## src/rbl_pkg.sv

```systemverilog
package rbl_pkg;

  localparam int ADDR_W     = 40;
  localparam int ROW_W      = 24;
  localparam int LAT_W      = 33;
  localparam int DATA_W     = 32;
  localparam int PADDR_W    = 5;
  localparam int CH_OUT_W   = 2;
  localparam int RK_OUT_W   = 1;
  localparam int BK_OUT_W   = 3;
  localparam int FLAT_OUT_W = 6;
  localparam int DSR_W      = 24;
  localparam int DIV_STEPS  = ADDR_W / 2;
  localparam int DIV_CNT_W  = $clog2(DIV_STEPS + 1);

  localparam int DEF_MAX_CHANNELS = 4;
  localparam int DEF_MAX_RANKS    = 2;
  localparam int DEF_MAX_BANKS    = 8;

  localparam logic [ROW_W-1:0] NO_ROW = '1;

  localparam logic [16:0] RST_ROW_BYTES     = 17'd2048;
  localparam logic [2:0]  RST_CHANNEL_COUNT = 3'd1;
  localparam logic [1:0]  RST_RANK_COUNT    = 2'd1;
  localparam logic [3:0]  RST_BANK_COUNT    = 4'd8;
  localparam logic [23:0] RST_ROW_COUNT     = 24'd32768;
  localparam logic [31:0] RST_LATENCY       = 32'd0;

  typedef enum logic [2:0] {
    REG_ROW_BYTES     = 3'd0,
    REG_CHANNEL_COUNT = 3'd1,
    REG_RANK_COUNT    = 3'd2,
    REG_BANK_COUNT    = 3'd3,
    REG_ROW_COUNT     = 3'd4,
    REG_HIT_LATENCY   = 3'd5,
    REG_READ_MISS     = 3'd6,
    REG_WRITE_MISS    = 3'd7
  } reg_idx_t;

  typedef struct packed {
    logic [16:0] row_bytes;
    logic [2:0]  channel_count;
    logic [1:0]  rank_count;
    logic [3:0]  bank_count;
    logic [23:0] row_count;
    logic [31:0] hit_latency;
    logic [31:0] read_miss_extra;
    logic [31:0] write_miss_extra;
  } cfg_t;

  typedef struct packed {
    logic run;
    logic done;
  } div_stat_t;

endpackage

```

## src/rbl_ram.sv

```systemverilog
module rbl_ram #(
  parameter int WIDTH = rbl_pkg::ROW_W,
  parameter int DEPTH = rbl_pkg::DEF_MAX_CHANNELS * rbl_pkg::DEF_MAX_RANKS
                        * rbl_pkg::DEF_MAX_BANKS,
  localparam int AW = (DEPTH > 1) ? $clog2(DEPTH) : 1
) (
  input  logic             clk,
  input  logic             we,
  input  logic [AW-1:0]    waddr,
  input  logic [WIDTH-1:0] wdata,
  input  logic [AW-1:0]    raddr,
  output logic [WIDTH-1:0] rdata
);

  logic [WIDTH-1:0] mem [DEPTH];

  always_ff @(posedge clk) begin
    if (we) begin
      mem[waddr] <= wdata;
    end
    rdata <= mem[raddr];
  end

endmodule

```

## src/rbl_div.sv

```systemverilog
module rbl_div (
  input  logic                       clk,
  input  logic                       rst,
  input  logic                       start,
  input  logic [rbl_pkg::ADDR_W-1:0] dividend,
  input  logic [rbl_pkg::DSR_W-1:0]  divisor,
  output logic [rbl_pkg::ADDR_W-1:0] quotient,
  output logic [rbl_pkg::DSR_W-1:0]  remainder,
  output rbl_pkg::div_stat_t         stat
);

  localparam int AW = rbl_pkg::ADDR_W;
  localparam int DW = rbl_pkg::DSR_W;

  logic [AW-1:0] a;
  logic [DW-1:0] r;
  logic [DW-1:0] d;
  logic [rbl_pkg::DIV_CNT_W-1:0] cnt;
  logic run;
  logic done;

  logic [DW:0]   t1, t2;
  logic          ge1, ge2;
  logic [DW-1:0] r1, r_next;
  logic [AW-1:0] a1, a_next;

  // two restoring steps per cycle
  always_comb begin
    t1     = {r, a[AW-1]};
    ge1    = t1 >= {1'b0, d};
    r1     = ge1 ? DW'(t1 - {1'b0, d}) : t1[DW-1:0];
    a1     = {a[AW-2:0], ge1};
    t2     = {r1, a1[AW-1]};
    ge2    = t2 >= {1'b0, d};
    r_next = ge2 ? DW'(t2 - {1'b0, d}) : t2[DW-1:0];
    a_next = {a1[AW-2:0], ge2};
  end

  always_ff @(posedge clk) begin
    if (rst) begin
      run  <= 1'b0;
      done <= 1'b0;
    end else begin
      done <= 1'b0;
      if (start) begin
        if (divisor == DW'(1)) begin
          done <= 1'b1;
        end else begin
          run <= 1'b1;
        end
      end else if (run && cnt == rbl_pkg::DIV_CNT_W'(1)) begin
        run  <= 1'b0;
        done <= 1'b1;
      end
    end
  end

  always_ff @(posedge clk) begin
    if (start) begin
      a   <= dividend;
      r   <= '0;
      d   <= divisor;
      cnt <= rbl_pkg::DIV_CNT_W'(rbl_pkg::DIV_STEPS);
    end else if (run) begin
      a   <= a_next;
      r   <= r_next;
      cnt <= cnt - rbl_pkg::DIV_CNT_W'(1);
    end
  end

  assign quotient  = a;
  assign remainder = r;
  assign stat.run  = run;
  assign stat.done = done;

endmodule

```

## src/rbl_cfg.sv

```systemverilog
module rbl_cfg (
  input  logic                        clk,
  input  logic                        rst,
  input  logic                        psel,
  input  logic                        penable,
  input  logic                        pwrite,
  input  logic [rbl_pkg::PADDR_W-1:0] paddr,
  input  logic [rbl_pkg::DATA_W-1:0]  pwdata,
  output logic [rbl_pkg::DATA_W-1:0]  prdata,
  output logic                        pready,
  output rbl_pkg::cfg_t               cfg
);

  rbl_pkg::reg_idx_t idx;
  logic wr;

  assign idx    = rbl_pkg::reg_idx_t'(paddr[rbl_pkg::PADDR_W-1:2]);
  assign pready = 1'b1;
  assign wr     = psel & penable & pwrite;

  always_ff @(posedge clk) begin
    if (rst) begin
      cfg.row_bytes        <= rbl_pkg::RST_ROW_BYTES;
      cfg.channel_count    <= rbl_pkg::RST_CHANNEL_COUNT;
      cfg.rank_count       <= rbl_pkg::RST_RANK_COUNT;
      cfg.bank_count       <= rbl_pkg::RST_BANK_COUNT;
      cfg.row_count        <= rbl_pkg::RST_ROW_COUNT;
      cfg.hit_latency      <= rbl_pkg::RST_LATENCY;
      cfg.read_miss_extra  <= rbl_pkg::RST_LATENCY;
      cfg.write_miss_extra <= rbl_pkg::RST_LATENCY;
    end else if (wr) begin
      case (idx)
        rbl_pkg::REG_ROW_BYTES:     cfg.row_bytes        <= pwdata[16:0];
        rbl_pkg::REG_CHANNEL_COUNT: cfg.channel_count    <= pwdata[2:0];
        rbl_pkg::REG_RANK_COUNT:    cfg.rank_count       <= pwdata[1:0];
        rbl_pkg::REG_BANK_COUNT:    cfg.bank_count       <= pwdata[3:0];
        rbl_pkg::REG_ROW_COUNT:     cfg.row_count        <= pwdata[23:0];
        rbl_pkg::REG_HIT_LATENCY:   cfg.hit_latency      <= pwdata;
        rbl_pkg::REG_READ_MISS:     cfg.read_miss_extra  <= pwdata;
        rbl_pkg::REG_WRITE_MISS:    cfg.write_miss_extra <= pwdata;
        default: ;
      endcase
    end
  end

  always_comb begin
    prdata = '0;
    case (idx)
      rbl_pkg::REG_ROW_BYTES:     prdata[16:0] = cfg.row_bytes;
      rbl_pkg::REG_CHANNEL_COUNT: prdata[2:0]  = cfg.channel_count;
      rbl_pkg::REG_RANK_COUNT:    prdata[1:0]  = cfg.rank_count;
      rbl_pkg::REG_BANK_COUNT:    prdata[3:0]  = cfg.bank_count;
      rbl_pkg::REG_ROW_COUNT:     prdata[23:0] = cfg.row_count;
      rbl_pkg::REG_HIT_LATENCY:   prdata       = cfg.hit_latency;
      rbl_pkg::REG_READ_MISS:     prdata       = cfg.read_miss_extra;
      rbl_pkg::REG_WRITE_MISS:    prdata       = cfg.write_miss_extra;
      default:                    prdata       = '0;
    endcase
  end

endmodule

```

## src/dram_row_buffer_latency_model.sv

```systemverilog
// Open-page row buffer model for DRAM accesses. Pulse start while busy is low to hand in one
// item (address, command). The address is split by five divisions on one shared divider that
// retires two quotient bits per cycle; a division by one finishes without running its steps.
// After the divisions the flat bank index is formed and the open-row table is read, compared
// and updated on a miss. The result appears on the result ports, marked by done, which is high
// for a single cycle; it cannot be held off and must be taken in that cycle. busy drops in the
// done cycle, so the next item can go in right then. After reset the open-row table is swept
// to the empty mark, one entry per cycle, over all MAX_CHANNELS*MAX_RANKS*MAX_BANKS entries
// (64 by default) with busy high; register writes are taken meanwhile. Write the registers
// only while busy is low.
module dram_row_buffer_latency_model_top #(
  parameter int MAX_CHANNELS = rbl_pkg::DEF_MAX_CHANNELS,
  parameter int MAX_RANKS    = rbl_pkg::DEF_MAX_RANKS,
  parameter int MAX_BANKS    = rbl_pkg::DEF_MAX_BANKS
) (
  input  logic                            clk,
  input  logic                            rst,
  input  logic                            start,
  output logic                            busy,
  input  logic [rbl_pkg::ADDR_W-1:0]      address,
  input  logic                            command,
  output logic                            done,
  output logic [rbl_pkg::CH_OUT_W-1:0]    channel_sel,
  output logic [rbl_pkg::RK_OUT_W-1:0]    rank_sel,
  output logic [rbl_pkg::BK_OUT_W-1:0]    bank_sel,
  output logic [rbl_pkg::ROW_W-1:0]       row_sel,
  output logic [rbl_pkg::FLAT_OUT_W-1:0]  flat_bank,
  output logic                            row_hit,
  output logic [rbl_pkg::LAT_W-1:0]       latency,
  input  logic                            psel,
  input  logic                            penable,
  input  logic                            pwrite,
  input  logic [rbl_pkg::PADDR_W-1:0]     paddr,
  input  logic [rbl_pkg::DATA_W-1:0]      pwdata,
  output logic [rbl_pkg::DATA_W-1:0]      prdata,
  output logic                            pready
);

  localparam int DEPTH = MAX_CHANNELS * MAX_RANKS * MAX_BANKS;
  localparam int IDX_W = (DEPTH > 1) ? $clog2(DEPTH) : 1;
  localparam int CH_W  = (MAX_CHANNELS > 1) ? $clog2(MAX_CHANNELS) : 1;
  localparam int RK_W  = (MAX_RANKS > 1) ? $clog2(MAX_RANKS) : 1;
  localparam int BK_W  = (MAX_BANKS > 1) ? $clog2(MAX_BANKS) : 1;
  localparam int DW    = rbl_pkg::DSR_W;
  localparam int RW    = rbl_pkg::ROW_W;
  localparam int LW    = rbl_pkg::LAT_W;

  typedef enum logic [6:0] {
    S_CLEAR = 7'b0000001,
    S_IDLE  = 7'b0000010,
    S_ISSUE = 7'b0000100,
    S_WAIT  = 7'b0001000,
    S_FLAT  = 7'b0010000,
    S_READ  = 7'b0100000,
    S_CMP   = 7'b1000000
  } state_t;

  typedef enum logic [2:0] {
    OP_COLUMN  = 3'd0,
    OP_CHANNEL = 3'd1,
    OP_BANK    = 3'd2,
    OP_RANK    = 3'd3,
    OP_ROW     = 3'd4
  } div_op_t;

  state_t  state, state_next;
  div_op_t op, op_next;

  rbl_pkg::cfg_t      cfg;
  rbl_pkg::div_stat_t div_stat;

  logic [rbl_pkg::ADDR_W-1:0] a_r;
  logic [rbl_pkg::ADDR_W-1:0] quo;
  logic [DW-1:0]              rem;
  logic [DW-1:0]              divisor;
  logic                       cmd_r;
  logic [CH_W-1:0]            ch_r;
  logic [RK_W-1:0]            rk_r;
  logic [BK_W-1:0]            bk_r;
  logic [RW-1:0]              rw_r;
  logic [IDX_W-1:0]           flat_r;
  logic [IDX_W-1:0]           flat_calc;
  logic [IDX_W-1:0]           clr_idx;

  logic [DW-1:0] cols_eff, chs_eff, rks_eff, bks_eff, rws_eff;

  logic              ram_we;
  logic [IDX_W-1:0]  ram_waddr;
  logic [RW-1:0]     ram_wdata;
  logic [RW-1:0]     ram_rdata;
  logic              hit;
  logic [LW-1:0]     lat_calc;

  logic [CH_W+rbl_pkg::CH_OUT_W-1:0]     ch_wide;
  logic [RK_W+rbl_pkg::RK_OUT_W-1:0]     rk_wide;
  logic [BK_W+rbl_pkg::BK_OUT_W-1:0]     bk_wide;
  logic [IDX_W+rbl_pkg::FLAT_OUT_W-1:0]  flat_wide;

  rbl_cfg u_cfg (
    .clk     (clk),
    .rst     (rst),
    .psel    (psel),
    .penable (penable),
    .pwrite  (pwrite),
    .paddr   (paddr),
    .pwdata  (pwdata),
    .prdata  (prdata),
    .pready  (pready),
    .cfg     (cfg)
  );

  // effective sizes: zero acts as one, channel, rank and bank counts capped at the maxima
  always_comb begin
    cols_eff = (cfg.row_bytes == '0) ? DW'(1) : DW'(cfg.row_bytes);
    rws_eff  = (cfg.row_count == '0) ? DW'(1) : cfg.row_count;
    if (cfg.channel_count == '0) begin
      chs_eff = DW'(1);
    end else if (32'(cfg.channel_count) > 32'(MAX_CHANNELS)) begin
      chs_eff = DW'(MAX_CHANNELS);
    end else begin
      chs_eff = DW'(cfg.channel_count);
    end
    if (cfg.rank_count == '0) begin
      rks_eff = DW'(1);
    end else if (32'(cfg.rank_count) > 32'(MAX_RANKS)) begin
      rks_eff = DW'(MAX_RANKS);
    end else begin
      rks_eff = DW'(cfg.rank_count);
    end
    if (cfg.bank_count == '0) begin
      bks_eff = DW'(1);
    end else if (32'(cfg.bank_count) > 32'(MAX_BANKS)) begin
      bks_eff = DW'(MAX_BANKS);
    end else begin
      bks_eff = DW'(cfg.bank_count);
    end
  end

  always_comb begin
    case (op)
      OP_COLUMN:  divisor = cols_eff;
      OP_CHANNEL: divisor = chs_eff;
      OP_BANK:    divisor = bks_eff;
      OP_RANK:    divisor = rks_eff;
      OP_ROW:     divisor = rws_eff;
      default:    divisor = rws_eff;
    endcase
  end

  rbl_div u_div (
    .clk       (clk),
    .rst       (rst),
    .start     (state == S_ISSUE),
    .dividend  (a_r),
    .divisor   (divisor),
    .quotient  (quo),
    .remainder (rem),
    .stat      (div_stat)
  );

  // flat index stays below the table depth, so modular arithmetic is exact
  assign flat_calc = (IDX_W'(ch_r) * IDX_W'(rks_eff) + IDX_W'(rk_r)) * IDX_W'(bks_eff)
                     + IDX_W'(bk_r);

  assign hit      = (ram_rdata == rw_r);
  assign lat_calc = LW'(cfg.hit_latency)
                    + (hit ? LW'(0)
                           : (cmd_r ? LW'(cfg.write_miss_extra) : LW'(cfg.read_miss_extra)));

  assign ram_we    = (state == S_CLEAR) || ((state == S_CMP) && !hit);
  assign ram_waddr = (state == S_CLEAR) ? clr_idx : flat_r;
  assign ram_wdata = (state == S_CLEAR) ? rbl_pkg::NO_ROW : rw_r;

  rbl_ram #(
    .WIDTH (RW),
    .DEPTH (DEPTH)
  ) u_open_row (
    .clk   (clk),
    .we    (ram_we),
    .waddr (ram_waddr),
    .wdata (ram_wdata),
    .raddr (flat_r),
    .rdata (ram_rdata)
  );

  always_comb begin
    state_next = state;
    op_next    = op;
    case (state)
      S_CLEAR: begin
        if (clr_idx == IDX_W'(DEPTH - 1)) begin
          state_next = S_IDLE;
        end
      end
      S_IDLE: begin
        if (start) begin
          state_next = S_ISSUE;
          op_next    = OP_COLUMN;
        end
      end
      S_ISSUE: state_next = S_WAIT;
      S_WAIT: begin
        if (div_stat.done) begin
          case (op)
            OP_COLUMN:  begin op_next = OP_CHANNEL; state_next = S_ISSUE; end
            OP_CHANNEL: begin op_next = OP_BANK;    state_next = S_ISSUE; end
            OP_BANK:    begin op_next = OP_RANK;    state_next = S_ISSUE; end
            OP_RANK:    begin op_next = OP_ROW;     state_next = S_ISSUE; end
            OP_ROW:     state_next = S_FLAT;
            default:    state_next = S_FLAT;
          endcase
        end
      end
      S_FLAT:  state_next = S_READ;
      S_READ:  state_next = S_CMP;
      S_CMP:   state_next = S_IDLE;
      default: state_next = S_IDLE;
    endcase
  end

  always_ff @(posedge clk) begin
    if (rst) begin
      state   <= S_CLEAR;
      op      <= OP_COLUMN;
      clr_idx <= '0;
      done    <= 1'b0;
    end else begin
      state <= state_next;
      op    <= op_next;
      done  <= (state == S_CMP);
      if (state == S_CLEAR) begin
        clr_idx <= clr_idx + IDX_W'(1);
      end
    end
  end

  assign ch_wide   = {{rbl_pkg::CH_OUT_W{1'b0}}, ch_r};
  assign rk_wide   = {{rbl_pkg::RK_OUT_W{1'b0}}, rk_r};
  assign bk_wide   = {{rbl_pkg::BK_OUT_W{1'b0}}, bk_r};
  assign flat_wide = {{rbl_pkg::FLAT_OUT_W{1'b0}}, flat_r};

  always_ff @(posedge clk) begin
    if (state == S_IDLE && start) begin
      a_r   <= address;
      cmd_r <= command;
    end
    if (state == S_WAIT && div_stat.done) begin
      case (op)
        OP_COLUMN:  a_r <= quo;
        OP_CHANNEL: begin ch_r <= rem[CH_W-1:0]; a_r <= quo; end
        OP_BANK:    begin bk_r <= rem[BK_W-1:0]; a_r <= quo; end
        OP_RANK:    begin rk_r <= rem[RK_W-1:0]; a_r <= quo; end
        OP_ROW:     rw_r <= rem;
        default: ;
      endcase
    end
    if (state == S_FLAT) begin
      flat_r <= flat_calc;
    end
    if (state == S_CMP) begin
      channel_sel <= ch_wide[rbl_pkg::CH_OUT_W-1:0];
      rank_sel    <= rk_wide[rbl_pkg::RK_OUT_W-1:0];
      bank_sel    <= bk_wide[rbl_pkg::BK_OUT_W-1:0];
      row_sel     <= rw_r;
      flat_bank   <= flat_wide[rbl_pkg::FLAT_OUT_W-1:0];
      row_hit     <= hit;
      latency     <= lat_calc;
    end
  end

  assign busy = (state != S_IDLE);

`ifndef SYNTHESIS
  a_done_after_cmp: assert property (@(posedge clk) disable iff (rst)
    done |-> $past(state == S_CMP))
    else $error("result strobe without a table compare");

  a_cmp_then_idle: assert property (@(posedge clk) disable iff (rst)
    (state == S_CMP) |=> (done && !busy))
    else $error("compare not followed by result and ready");

  a_idle_div_quiet: assert property (@(posedge clk) disable iff (rst)
    (state == S_IDLE || state == S_CLEAR) |-> !div_stat.run)
    else $error("divider running while sequencer is not waiting on it");
`endif

endmodule

```

## config.mk

```make
export PLATFORM = sky130hd
export DESIGN_NAME = dram_row_buffer_latency_model_top
export DESIGN_NICKNAME = d
export VERILOG_FILES = /design/src/rbl_pkg.sv /design/src/rbl_ram.sv /design/src/rbl_div.sv /design/src/rbl_cfg.sv /design/src/dram_row_buffer_latency_model.sv
export SDC_FILE = /design/constraint.sdc
export NUM_CORES = 2
export LEC_CHECK = 0
export BUFFER_PORTS_ARGS = -buffer_cell sky130_fd_sc_hd__buf_2
export CORE_ASPECT_RATIO = 0.7
export CORE_MARGIN = 4
export CORE_UTILIZATION = 40
export CTS_BUF_LIST = sky130_fd_sc_hd__clkbuf_2 sky130_fd_sc_hd__clkbuf_4 sky130_fd_sc_hd__clkbuf_8
export CTS_CLUSTER_DIAMETER = 100
export CTS_CLUSTER_SIZE = 16
export DETAILED_ROUTE_END_ITERATION = 10
export SYNTH_ARGS = -nofsm -noshare
export SYNTH_HDL_FRONTEND = slang
export SYNTH_SLANG_ARGS = --single-unit
```

## constraint.sdc

```tcl
create_clock -name clk -period 5.25 [get_ports clk]
set_input_delay 1.05 -clock clk [delete_from_list [all_inputs] [get_ports clk]]
set_output_delay 1.05 -clock clk [all_outputs]
set_load 0.02 [all_outputs]
```

==> results.cfg <==
[yosys]
synth-simple-area-share_pct = 5.55
synth_top_family_by_area = multiplexers
synth.most_common_cell = edfxtp_1
synthCells = 4744
synth_seq_area_share_pct = 69.8
synthAdderAreaFrac_pct = 1.70
syn_area_per_cell_sq_um = 17.0
synthDistinctLibCells = 82
synthXorXnorAreaFrac_pct = 1.10
syn_area_sq_um = 80900
synth_top_cell_area_share_pct = 63.4
ys_ff_latch = 1965
synthTopCellsByArea = edfxtp_1 63%, mux4_2 14%, dfxtp_1 6.4%, nand2_1 2.4%, ha_1 1.5%
async_flop_share_pct = 0
muxShareOfSynthArea_pct = 16.0
yosys_most_used_dff = edfxtp_1
synth_compound_area_share_pct = 4.30
syn-num-nets = 4933
synth_commonest_cells = 1707 x edfxtp_1, 522 x nand2_1, 512 x mux4_2, 258 x dfxtp_1, 227 x a21oi_1
synthDominantAreaCellType = edfxtp_1
synth_edf_count = 1707
yosysWarnings = 0

[route]
firstDrtPassIters = 6
via_per_inst = 5.82
wl_per_cell_um = 28.7
vias = 45726
drcViolationCount = 0
drtAntennaViolNets = 0
drt_iter0_drc = 5906
drt-total-wl_mm = 225

[timing]
rsz0062_at_grt = yes
slew_headroom_pct = 11.4
finalCritPeriodShare_pct = 98.7
finalHoldViolations = 0
slew_violations = 0
fmax_mhz = 193
setup-violations-final = 0
fin_skew_ns = 0.0487
period_needed_ns = 5.18
worst_slew_pin_slew_ns = 1.33

[clocking]
clk_pin_slew_ns = 0.11
clockRootBuffer = clkbuf_8
cts-hold-fix-buffers = 0
clk_latency_ns = 0.94
cts_tree = yes
cts_buffer_depth = 3
numCtsBuffers = 140
cts_max_level = 4
cts.sinks = 1965

[grt]
grt_antenna_before_repair = 29
grt.overflow.total = 0
grt_pass1_wl_mm = 319
grtUsageTotal_pct = 21.0
grt_start_max_net_pins = 147
grt_pass1_vias = 43577

[layout]
instances_no_fill = 7862
nets = 5335
area_delta_synth_final_pct = 11.9
fillers = 17323
drive_gt1_share_pct = 28.2
final_area_sq_um = 90500

[setup_path]
worstPathArrival_ns = 5.99
worstPathRequired_ns = 6.06
crit_type = flip-flop to flip-flop
worstPathCellList = inv_2 -> ha_2 -> buf_4 -> nand4_1 -> nor2_1 -> nand3_2 -> nand3_2 -> o311a_1 -> or3_4 -> buf_8 -> mux2_4 -> ha_4 -> or3_4 -> a311oi_4 -> nor3_4 -> nor3_2 -> a211oi_2 -> a211o_1 -> a21oi_4 -> buf_6 -> a31oi_1 -> a211oi_1
cpPeakStageDelay_ns = 0.44
end_kind = flip-flop
worst_setup_path_start_kind = flip-flop
rrSetupSlack_ns = 0.07
worstPathMaxFanout = 11
cpMaxStageDelayCell = or3_4

[die]
core_sq_um = 200000
ioPinCount = 189
placementRows = 137
die_h_um = 384
die-area_sq_um = 210000
start_util_pct = 40.4
chipWidth_um = 545

[pwr]
irDropWorstVdd_mv = 0.192
powerDensity_nw_per_um2 = 297
p_leak_nw = 30.8

[place]
place_inst = 7627
routabilityCongestion = 0.924
dpl_cell_area_sq_um = 87200
post-dp-hpwl_mm = 140
io_buffers = 185

[run]
maxCapViolCount = 0

[run_status]
status = finished clean

[min_path]
hp-class = primary input to flip-flop
worst paths after layout:
path	start	to	depth (start not counted)
max	u_div.d[2]$_DFFE_PP_	u_div.remainder[22]$_SDFFE_PP0P_	22
min	command	cmd_r$_DFFE_PP_	1
max reg2reg	u_div.d[2]$_DFFE_PP_	u_div.remainder[22]$_SDFFE_PP0P_	22
min reg2reg	flat_r[0]$_DFFE_PP_	flat_bank[0]$_DFFE_PP_	0
report_power, final:
| group | internal [mW] | leakage (nW) | switching (mW) |
|---|---|---|---|
| sequential | 17.0 | 18.6 | 0.0749 |
| clock | 2.97 | 1.32 | 4.87 |
| combinational | 0.755 | 10.9 | 1.20 |
| total | 20.7 | 30.8 | 6.15 |
registers in the layout, summed over array words and instances, names as in the netlist, 5 cells and up:
signal,flops
clr_idx,6
u_div.cnt,5
flat_r,6
u_cfg.cfg,146
flat_bank,6
rw_r,24
latency,33
a_r,40
state,7
row_sel,24
u_open_row.rdata,24
u_div.d,24
u_open_row.mem,1536
u_div.quotient,40
u_div.remainder,24
what timing repair did:
| item | 4_1_cts | 5_1_grt |
|---|---|---|
| pin swaps | 4 | 32 |
| cloned | 0 | 2 |
| gates resized for setup | 15 | 130 |
| buffers inserted | 2 | 15 |
| endpoints found under the hold margin | 0 | 0 |
| setup endpoints to repair | 25 | 29 |
cell usage in the layout, fill, tap and decap left out, types with 12 or more instances in the layout:
cell type / synthesis / final
edfxtp_1: 1707 / 1707
nand2_1: 522 / 519
mux4_2: 512 / 512
buf_4: 3 / 304
dfxtp_1: 258 / 257
a21oi_1: 227 / 214
buf_2: 11 / 184
nor2_1: 205 / 148
clkbuf_8: 0 / 148
o21ai_0: 132 / 115
mux2i_1: 100 / 99
ha_1: 97 / 76
inv_1: 75 / 69
xnor2_1: 66 / 66
nor2_4: 0 / 53
clkbuf_4: 0 / 52
nand3_1: 49 / 45
nor3_1: 55 / 36
xor2_1: 36 / 36
and2_1: 31 / 31
a21o_1: 29 / 28
mux2_2: 31 / 26
a22oi_1: 24 / 24
a31oi_1: 24 / 24
nand2b_2: 0 / 24
nand4_1: 20 / 20
nor2b_1: 21 / 20
a211oi_1: 24 / 19
nand2b_1: 43 / 19
nor3_2: 0 / 18
buf_12: 1 / 17
o22ai_1: 14 / 14
and3_1: 13 / 13
o21ai_1: 2 / 13
a22o_1: 13 / 13
diode_2: 0 / 12
o211ai_1: 12 / 12
nor4_1: 16 / 12
ha_4: 0 / 12
metal layers:
layer	part of all wire (%)	routed length (um)	global-route usage, %	up-vias
met2	42	94800	28.8	2034
met4	1.4	3250	3.82	6
met1	46	104000	33.6	24083
li1	-	-	-	19374
met5	0.018	41	0	-
met3	10	23100	5.42	229
layout make-up:
cell class                 instances  area, sq um  area share, %
clock inverter                     5         43.8         0.0484
antenna                           12         30.0         0.0332
tap                             2641         3300           3.65
clock buffer                     200         2430           2.68
inverter                          75          283          0.313
multi-input combinational       2449        24300           26.8
timing repair buffer             515         3680           4.06
sequential                      1965        56400           62.4
per-stage QoR:
stage / worst slack [ns] / utilization [%] / hold WS [ns] / TNS, ns / total power [mW]
2_1_floorplan: 0.316 / - / 0.424 / 0 / 18.4
3_3_place_gp: -0.192 / 43.6 / 0.453 / -1.01 / 19.2
3_5_place_dp: -0.248 / 43.6 / 0.461 / -1.60 / 19.2
4_1_cts: -0.00938 / 44.8 / 0.199 / -0.00938 / 26.9
5_1_grt: -0.104 / 45.2 / 0.235 / -0.515 / 27.9
6_report: 0.0675 / 45.2 / 0.296 / 0 / 26.9
worst max-delay path: cells and delay by family (launching register included):
kind	cells	cell delay, ns
mux	1	0.33
simple gates	8	1.51
compound gates	7	1.69
fa+ha+maj	2	0.47
buf+inv	4	0.63
flops	1	0.41
logic make-up after synthesis:
kind of cell / after synthesis
buf+inv: 330
fa+ha+maj: 105
flops: 1965
mux: 646
xor+xnor: 102
compound gates: 575
other cells: 1
simple gates: 1020
No activity file was read; power rests on OpenSTA's default activity.
